File: src/sv/assert_macros.svh
// Shared concurrent assertion macros.
`ifndef ASSERT_MACROS_SVH
`define ASSERT_MACROS_SVH

// Check an implication or expression on every clock outside reset.
`define ASSERT_CLK(label, prop, msg) \
    label: assert property (@(posedge clk) disable iff (!rst_n) prop) else $error(msg);

// Check that an expression never holds outside reset.
`define ASSERT_NEVER(label, expr, msg) \
    label: assert property (@(posedge clk) disable iff (!rst_n) !(expr)) else $error(msg);

`endif

File: src/sv/lru_kvc_pkg.sv
package lru_kvc_pkg;

    localparam int CAP_WIDTH = 5;
    localparam logic [CAP_WIDTH-1:0] CAP_RESET = 5'd16;

    localparam logic MODE_GET = 1'b0;
    localparam logic MODE_PUT = 1'b1;

    typedef logic [1:0] state_t;

endpackage

File: src/sv/lru_key_value_cache_unit.sv
// Fully associative key/value cache with least-recently-used replacement. A request is
// taken when start is high and busy is low; busy then stays high through a sweep that
// reads the key and value memory one entry per cycle through registered read ports,
// followed by an update cycle that writes the memory where needed and ages, all at once,
// the recency ranks of the valid entries more recent than the touched or inserted one. The
// result (hit, read_value) appears on done for exactly one cycle as busy falls and cannot be
// held off by the receiver; a new request may be issued in that same cycle, but no request
// is taken while busy is high. A get that misses and every put return read_value zero. The
// cache is empty after reset and capacity resets to 16; write capacity only while busy is
// low and no result is pending.
`include "assert_macros.svh"

module lru_key_value_cache_unit
    import lru_kvc_pkg::*;
#(
    parameter int ENTRIES     = 16,
    parameter int KEY_WIDTH   = 32,
    parameter int VALUE_WIDTH = 32
)(
    input  logic                   clk,
    input  logic                   rst_n,
    input  logic                   start,
    output logic                   busy,
    input  logic                   mode,
    input  logic [KEY_WIDTH-1:0]   key,
    input  logic [VALUE_WIDTH-1:0] value,
    input  logic                   cfg_wr_en,
    input  logic [CAP_WIDTH-1:0]   cfg_wr_data,
    output logic                   done,
    output logic                   hit,
    output logic [VALUE_WIDTH-1:0] read_value
);

    localparam int AW = $clog2(ENTRIES);
    localparam int RW = AW;
    localparam int OW = $clog2(ENTRIES + 1);
    localparam int CW = (OW > CAP_WIDTH) ? OW : CAP_WIDTH;

    localparam state_t ST_IDLE   = 2'd0;
    localparam state_t ST_SEARCH = 2'd1;
    localparam state_t ST_UPDATE = 2'd2;

    logic [KEY_WIDTH-1:0]   key_mem [ENTRIES];
    logic [VALUE_WIDTH-1:0] val_mem [ENTRIES];

    state_t                 state_reg;
    logic [CAP_WIDTH-1:0]   cap_reg;
    logic                   mode_reg;
    logic [KEY_WIDTH-1:0]   key_reg;
    logic [VALUE_WIDTH-1:0] value_reg;

    logic [AW-1:0]          idx_reg;
    logic                   issue_done_reg;
    logic                   rd_vld_reg;
    logic [AW-1:0]          rd_idx_reg;
    logic [KEY_WIDTH-1:0]   key_rd_reg;
    logic [VALUE_WIDTH-1:0] val_rd_reg;

    logic                   found_reg;
    logic [AW-1:0]          slot_reg;
    logic [RW-1:0]          hit_rank_reg;
    logic [VALUE_WIDTH-1:0] hit_val_reg;
    logic                   any_reg;
    logic [AW-1:0]          worst_reg;
    logic [RW-1:0]          worst_rank_reg;
    logic                   free_any_reg;
    logic [AW-1:0]          free_reg;

    logic [ENTRIES-1:0]     valid_reg;
    logic [ENTRIES-1:0]     valid_next;
    logic [RW-1:0]          rank_reg  [ENTRIES];
    logic [RW-1:0]          rank_next [ENTRIES];
    logic [OW-1:0]          occ_reg;
    logic [OW-1:0]          occ_next;

    logic                   done_reg;
    logic                   hit_reg;
    logic [VALUE_WIDTH-1:0] read_value_reg;

    logic                   accept;
    logic                   last_rd;
    logic [CW-1:0]          cap_ext;
    logic [CW-1:0]          cap_eff;
    logic                   full;
    logic                   do_touch;
    logic [AW-1:0]          tslot;
    logic [RW:0]            thr;
    logic                   we_key;
    logic                   we_val;
    logic [AW-1:0]          wr_addr;
    logic                   ins_new;

    assign accept  = start && (state_reg == ST_IDLE);
    assign last_rd = rd_vld_reg && (rd_idx_reg == AW'(ENTRIES - 1));
    assign busy    = (state_reg != ST_IDLE);

    // clamp capacity to 1..ENTRIES
    always_comb
    begin
        cap_ext = CW'(cap_reg);
        if (cap_ext == '0)
            cap_eff = CW'(1);
        else if (cap_ext > CW'(ENTRIES))
            cap_eff = CW'(ENTRIES);
        else
            cap_eff = cap_ext;
        full = (CW'(occ_reg) >= cap_eff);
    end

    // update decision
    always_comb
    begin
        do_touch = 1'b0;
        tslot    = slot_reg;
        thr      = {1'b0, hit_rank_reg};
        we_key   = 1'b0;
        we_val   = 1'b0;
        wr_addr  = slot_reg;
        ins_new  = 1'b0;
        if (state_reg == ST_UPDATE)
        begin
            if (found_reg)
            begin
                do_touch = 1'b1;
                we_val   = (mode_reg == MODE_PUT);
            end
            else if (mode_reg == MODE_PUT)
            begin
                if (full && any_reg)
                begin
                    do_touch = 1'b1;
                    tslot    = worst_reg;
                    thr      = {1'b0, worst_rank_reg};
                    we_key   = 1'b1;
                    we_val   = 1'b1;
                    wr_addr  = worst_reg;
                end
                else if (free_any_reg)
                begin
                    do_touch = 1'b1;
                    tslot    = free_reg;
                    thr      = (RW + 1)'(ENTRIES);
                    we_key   = 1'b1;
                    we_val   = 1'b1;
                    wr_addr  = free_reg;
                    ins_new  = 1'b1;
                end
            end
        end
    end

    // age every rank below the threshold, move the touched entry to the front
    always_comb
    begin
        valid_next = valid_reg;
        occ_next   = occ_reg;
        for (int j = 0; j < ENTRIES; j++)
        begin
            rank_next[j] = rank_reg[j];
            if (do_touch)
            begin
                if (valid_reg[j] && ({1'b0, rank_reg[j]} < thr))
                    rank_next[j] = rank_reg[j] + RW'(1);
                if (tslot == AW'(j))
                    rank_next[j] = '0;
            end
        end
        if (ins_new)
        begin
            valid_next[free_reg] = 1'b1;
            occ_next             = occ_reg + OW'(1);
        end
    end

    always_ff @(posedge clk)
    begin
        if (we_key)
            key_mem[wr_addr] <= key_reg;
        if (we_val)
            val_mem[wr_addr] <= value_reg;
        key_rd_reg <= key_mem[idx_reg];
        val_rd_reg <= val_mem[idx_reg];
    end

    always_ff @(posedge clk or negedge rst_n)
    begin
        if (!rst_n)
        begin
            state_reg      <= ST_IDLE;
            cap_reg        <= CAP_RESET;
            idx_reg        <= '0;
            issue_done_reg <= 1'b0;
            rd_vld_reg     <= 1'b0;
            found_reg      <= 1'b0;
            any_reg        <= 1'b0;
            free_any_reg   <= 1'b0;
            valid_reg      <= '0;
            occ_reg        <= '0;
            done_reg       <= 1'b0;
            for (int j = 0; j < ENTRIES; j++)
                rank_reg[j] <= '0;
        end
        else
        begin
            if (cfg_wr_en)
                cap_reg <= cfg_wr_data;
            valid_reg <= valid_next;
            occ_reg   <= occ_next;
            for (int j = 0; j < ENTRIES; j++)
                rank_reg[j] <= rank_next[j];
            done_reg <= 1'b0;
            case (state_reg)
                ST_IDLE:
                begin
                    if (accept)
                    begin
                        state_reg      <= ST_SEARCH;
                        idx_reg        <= '0;
                        issue_done_reg <= 1'b0;
                        rd_vld_reg     <= 1'b0;
                        found_reg      <= 1'b0;
                        any_reg        <= 1'b0;
                        free_any_reg   <= 1'b0;
                    end
                end
                ST_SEARCH:
                begin
                    // issue reads one entry a cycle
                    rd_vld_reg <= !issue_done_reg;
                    rd_idx_reg <= idx_reg;
                    if (!issue_done_reg)
                    begin
                        if (idx_reg == AW'(ENTRIES - 1))
                            issue_done_reg <= 1'b1;
                        else
                            idx_reg <= idx_reg + AW'(1);
                    end
                    // check returned entry
                    if (rd_vld_reg)
                    begin
                        if (valid_reg[rd_idx_reg])
                        begin
                            if (!found_reg && (key_rd_reg == key_reg))
                            begin
                                found_reg    <= 1'b1;
                                slot_reg     <= rd_idx_reg;
                                hit_rank_reg <= rank_reg[rd_idx_reg];
                                hit_val_reg  <= val_rd_reg;
                            end
                            if (!any_reg || (rank_reg[rd_idx_reg] > worst_rank_reg))
                            begin
                                any_reg        <= 1'b1;
                                worst_reg      <= rd_idx_reg;
                                worst_rank_reg <= rank_reg[rd_idx_reg];
                            end
                        end
                        else if (!free_any_reg)
                        begin
                            free_any_reg <= 1'b1;
                            free_reg     <= rd_idx_reg;
                        end
                    end
                    if (last_rd)
                        state_reg <= ST_UPDATE;
                end
                ST_UPDATE:
                begin
                    state_reg <= ST_IDLE;
                    done_reg  <= 1'b1;
                end
                default:
                begin
                    state_reg <= ST_IDLE;
                end
            endcase
        end
    end

    // hold request and result payload
    always_ff @(posedge clk)
    begin
        if (accept)
        begin
            mode_reg  <= mode;
            key_reg   <= key;
            value_reg <= value;
        end
        if (state_reg == ST_UPDATE)
        begin
            hit_reg        <= found_reg;
            read_value_reg <= (found_reg && (mode_reg == MODE_GET)) ? hit_val_reg : '0;
        end
    end

    assign done       = done_reg;
    assign hit        = hit_reg;
    assign read_value = read_value_reg;

    `ASSERT_CLK(a_done_after_update, done_reg |-> $past(state_reg == ST_UPDATE),
        "result strobe without update cycle")
    `ASSERT_CLK(a_occ_matches_valid, $countones(valid_reg) == occ_reg,
        "occupancy differs from valid entry count")
    `ASSERT_NEVER(a_miss_value, done_reg && !hit_reg && (read_value_reg != '0),
        "nonzero value on miss")
    `ASSERT_CLK(a_insert_room, (state_reg == ST_UPDATE) && ins_new |-> (occ_reg < OW'(ENTRIES)),
        "insert into a full store")

endmodule

File: config.mk
export PLATFORM = sky130hd
export DESIGN_NAME = lru_key_value_cache_unit
export DESIGN_NICKNAME = d
export VERILOG_FILES = /design/src/sv/lru_kvc_pkg.sv /design/src/sv/lru_key_value_cache_unit.sv
export VERILOG_INCLUDE_DIRS = /design/src /design/src/sv
export SDC_FILE = /design/constraint.sdc
export NUM_CORES = 1
export LEC_CHECK = 0
export BUFFER_PORTS_ARGS = -buffer_cell sky130_fd_sc_hd__buf_2
export CORE_MARGIN = 2
export CORE_UTILIZATION = 30
export CTS_BUF_LIST = sky130_fd_sc_hd__clkbuf_2 sky130_fd_sc_hd__clkbuf_4 sky130_fd_sc_hd__clkbuf_8
export DETAILED_ROUTE_END_ITERATION = 12
export HOLD_SLACK_MARGIN = 0.1
export PLACE_DENSITY = 0.43
export SYNTH_ARGS = -nofsm -noshare
export SYNTH_HDL_FRONTEND = slang
export SYNTH_SLANG_ARGS = --single-unit
export TNS_END_PERCENT = 20
File: constraint.sdc
create_clock -name clk -period 8.55 [get_ports clk]
set_input_delay 0 -clock clk [delete_from_list [all_inputs] [get_ports clk]]
set_output_delay 0 -clock clk [all_outputs]
set_load 0.03 [all_outputs]
==> out/qor.csv <==
stage,metric,value,unit
status,status,finished clean,
critical_path,required time worst endpoint,9.37,ns
critical_path,Worst Reg-to-Reg Cells,17,
pwr,leakage power,0.0217,uW
sta,setup repair after global routing missed its margin,no,
run,MaxCap Viol Count,0,
clock_tree,Max Buffers Root-to-Sink,3,
global_route,busiest grt layer,met2,
clock_tree,Sink Count,1344,
detailed_routing,residual DRC count,0,
clock_tree,H-tree depth,4,
global_route,initial antenna violation count,9,
synth,Mean Syn Cell Area,17.6,um^2
critical_path,Critical R2R Capture,rank_reg[5],
global_route,global routing usage on met2,0.278,
critical_path,arrival time worst endpoint,6.40,ns
die,Die W,425,um
layout,nets,3584,
global_route,global-route wire length before repair,215,mm
die,die height,425,um
sta,Max Freq,179,MHz
layout,final std cells w/o fill,5983,
sta,max-slew violation count,0,
pwr,maximum VDD drop,0.204,mV
sta,clk_skew,0.0523,ns
global_route,vias in the first global route,30200,
die,Initial Util,0.302,
pwr,Int Power,12300,uW
global_route,largest net degree at the start of global routing,99,
synth,synth top area cells,"edfxtp_1, mux4_2, dfrtp_1",
die,DIE AREA,181000,um^2
clock_tree,PostCTS Resize Cnt,0,
synth,number of synthesized flops with an enable pin,1178,
place,Final GP Congestion,0.763,
die,core area,176000,um^2
pwr,switching share of power,0.294,
pwr,Sw Pwr,5120,uW
layout,share of cells above drive strength 1,0.236,
min_path,Min-Delay Path Class,in -> async,
synth,Yosys cell types,68,
pwr,overall power,17400,uW
synth,Yosys top cell area share,0.666,
synth,Post-Synthesis Cells,3020,
global_route,global routing usage on met3,0.0279,
sta,relative slew slack,0.246,
synth,sequential-to-total area share from yosys stat,0.738,
synth,syn_nets,3169,
pwr,Seq pwr share,0.456,
critical_path,CP Class,reg -> reg,
sta,setup violators final,0,
clock_tree,clk root buf,clkbuf_8,
detailed_routing,drt pass-1 iters,5,
sta,Final Hold Vio Count,0,
place,# port buffers,108,
detailed_routing,Routed WL per cell,25.0,um
global_route,Global Route Usage Sum,0.164,
critical_path,FF-to-FF setup slack,2.96,ns
detailed_routing,"wirelength, routed",150,mm
global_route,GRT met1 Usage,0.217,
pwr,power share of the clock group,0.337,
clock_tree,CTS Buf Count,230,
synth,Async SR Flop Fraction,0.0759,
sta,minimum clock period,5.59,ns
detailed_routing,via count,29100,
critical_path,worst r2r src,cap_ext[2],
detailed_routing,Post-DRT Antenna Nets,0,
pwr,combinational share of power,0.207,
clock_tree,CTS tree,done,
layout,"most common cell after layout, fill and taps aside",edfxtp_1,
critical_path,nature of the critical path endpoint,flop,
clock_tree,clk_lat worst skew,0.93,ns
sta,Total Neg Setup Slack,0,ns
sta,final period utilization,0.653,
layout,most frequent cells in the layout,"edfxtp_1, clkbuf_8, mux2i_1",
synth,synthesis-stage register bit count,1344,
critical_path,CP Launch Type,flop,
pwr,P per Cell Area,276,nW/um^2
detailed_routing,Via density,4.86,
critical_path,crit-path max FO,12,
critical_path,Setup crit start,cap_ext[2],
sta,Slew @ Worst Pin,1.13,ns
layout,Area Growth Syn to Fin,18.7,%
synth,post-synth top area cell,edfxtp_1,
sta,hold_ws,0.243,ns
synth,Main synth FF type,edfxtp_1,
clock_tree,clock-pin slew on the worst setup and hold paths,0.06,ns
synth,Synth Cell Area,53100,um^2
die,cell row count,154,
die,io pins,109,
place,HPWL Detailed,75.8,mm
detailed_routing,violation count after the first detailed-route iteration,2109,
global_route,global route total overflow,0,
place,Inst Count DP,5396,
synth,Synth Warn #,0,
-- repair_timing --
item,CTS,global route
buffers inserted,0,0
hold endpoints to repair,205,0
hold buffers,147,0
-- layer usage --
metal  vias to the layer above  wire length (um)  part of all wire
met3                       240              6290             0.042
met4                         0              3090             0.021
met2                       669             74300              0.50
met1                     15200             65900              0.44
li1                      13000                 -                 -
met5                         -                 0                 0
-- worst max path at each step --
stage	slack [ns]	to	cells after the start
finish	2.96	rank_reg[5]	17
global placement	2.94	rank_reg[26]	17
global route	2.45	rank_reg[48]	17
floorplan	2.62	key_mem[15][0]	11
detailed placement	2.94	rank_reg[6]	17
CTS	2.94	rank_reg[26]	17
-- cell usage after synthesis, types with 68 or more instances --
master and count:
mux2_2 70, dfrtp_1 101, nor2_1 107, clkbuf_1 89
nand2_1 122, mux4_2 153, o21ai_0 159, a22oi_1 68
a21oi_1 111, ha_1 75, mux2i_1 194, edfxtp_1 1178
-- per-stage QoR --
| stage | utilization | area (um^2) | setup slack (ns) |
|---|---|---|---|
| 2_1_floorplan | - | 53100 | 2.62 |
| 3_3_place_gp | 0.323 | 56900 | 2.94 |
| 3_5_place_dp | 0.323 | 56900 | 2.94 |
| 4_1_cts | 0.358 | 63100 | 2.94 |
| 5_1_grt | 0.358 | 63100 | 2.45 |
| 6_report | 0.358 | 63100 | 2.96 |
-- power by group through the flow --
stage,combinational [uW],sequential [uW],clock [uW]
2_1_floorplan,2620,7850,0
3_3_place_gp,3630,8080,0
3_5_place_dp,3630,8090,0
4_1_cts,3700,7950,6090
5_1_grt,3930,7990,6370
6_report,3600,7950,5870
-- layout make-up --
type | instances | area (um^2)
well taps | 2340 | 2930
multi-input cells | 1507 | 13500
clock inverters | 90 | 556
diodes | 5 | 12.5
fillers | 16800 | 113000
clock buffers | 345 | 4150
flip-flops and latches | 1344 | 39200
repair buffers | 321 | 2560
inverters | 31 | 119
-- worst max-delay path, stage by stage (launching register included) --
cell      delay [ns]
dfrtp_1         0.40
nor3_1          0.18
nor2_1          0.06
nor2_1          0.12
ha_1            0.14
nor2b_1         0.05
o21a_1          0.26
o21ai_0         0.52
nand2_1         0.71
a22oi_1         1.10
buf_4           0.35
ha_1            0.27
a21o_1          0.16
a21oi_1         0.12
o21ai_0         0.11
a211oi_2        0.60
a211oi_1        0.12
a31o_2          0.25
-- cells by family (layout without fill, tap and decap cells) --
group / count (synthesis) / count (layout) / share of synthesized area
buffers and inverters: 169 / 787 / 0.0130
flip-flops: 1344 / 1344 / 0.738
multiplexers: 417 / 417 / 0.116
adder cells (fa/ha/maj): 75 / 75 / 0.0177
AND/OR/NAND/NOR: 410 / 410 / 0.0368
other: 0 / 5 / 0
XOR/XNOR: 53 / 53 / 0.00873
AO/OA/AOI/OAI: 552 / 552 / 0.0699
(Power assumes the default switching activity.)
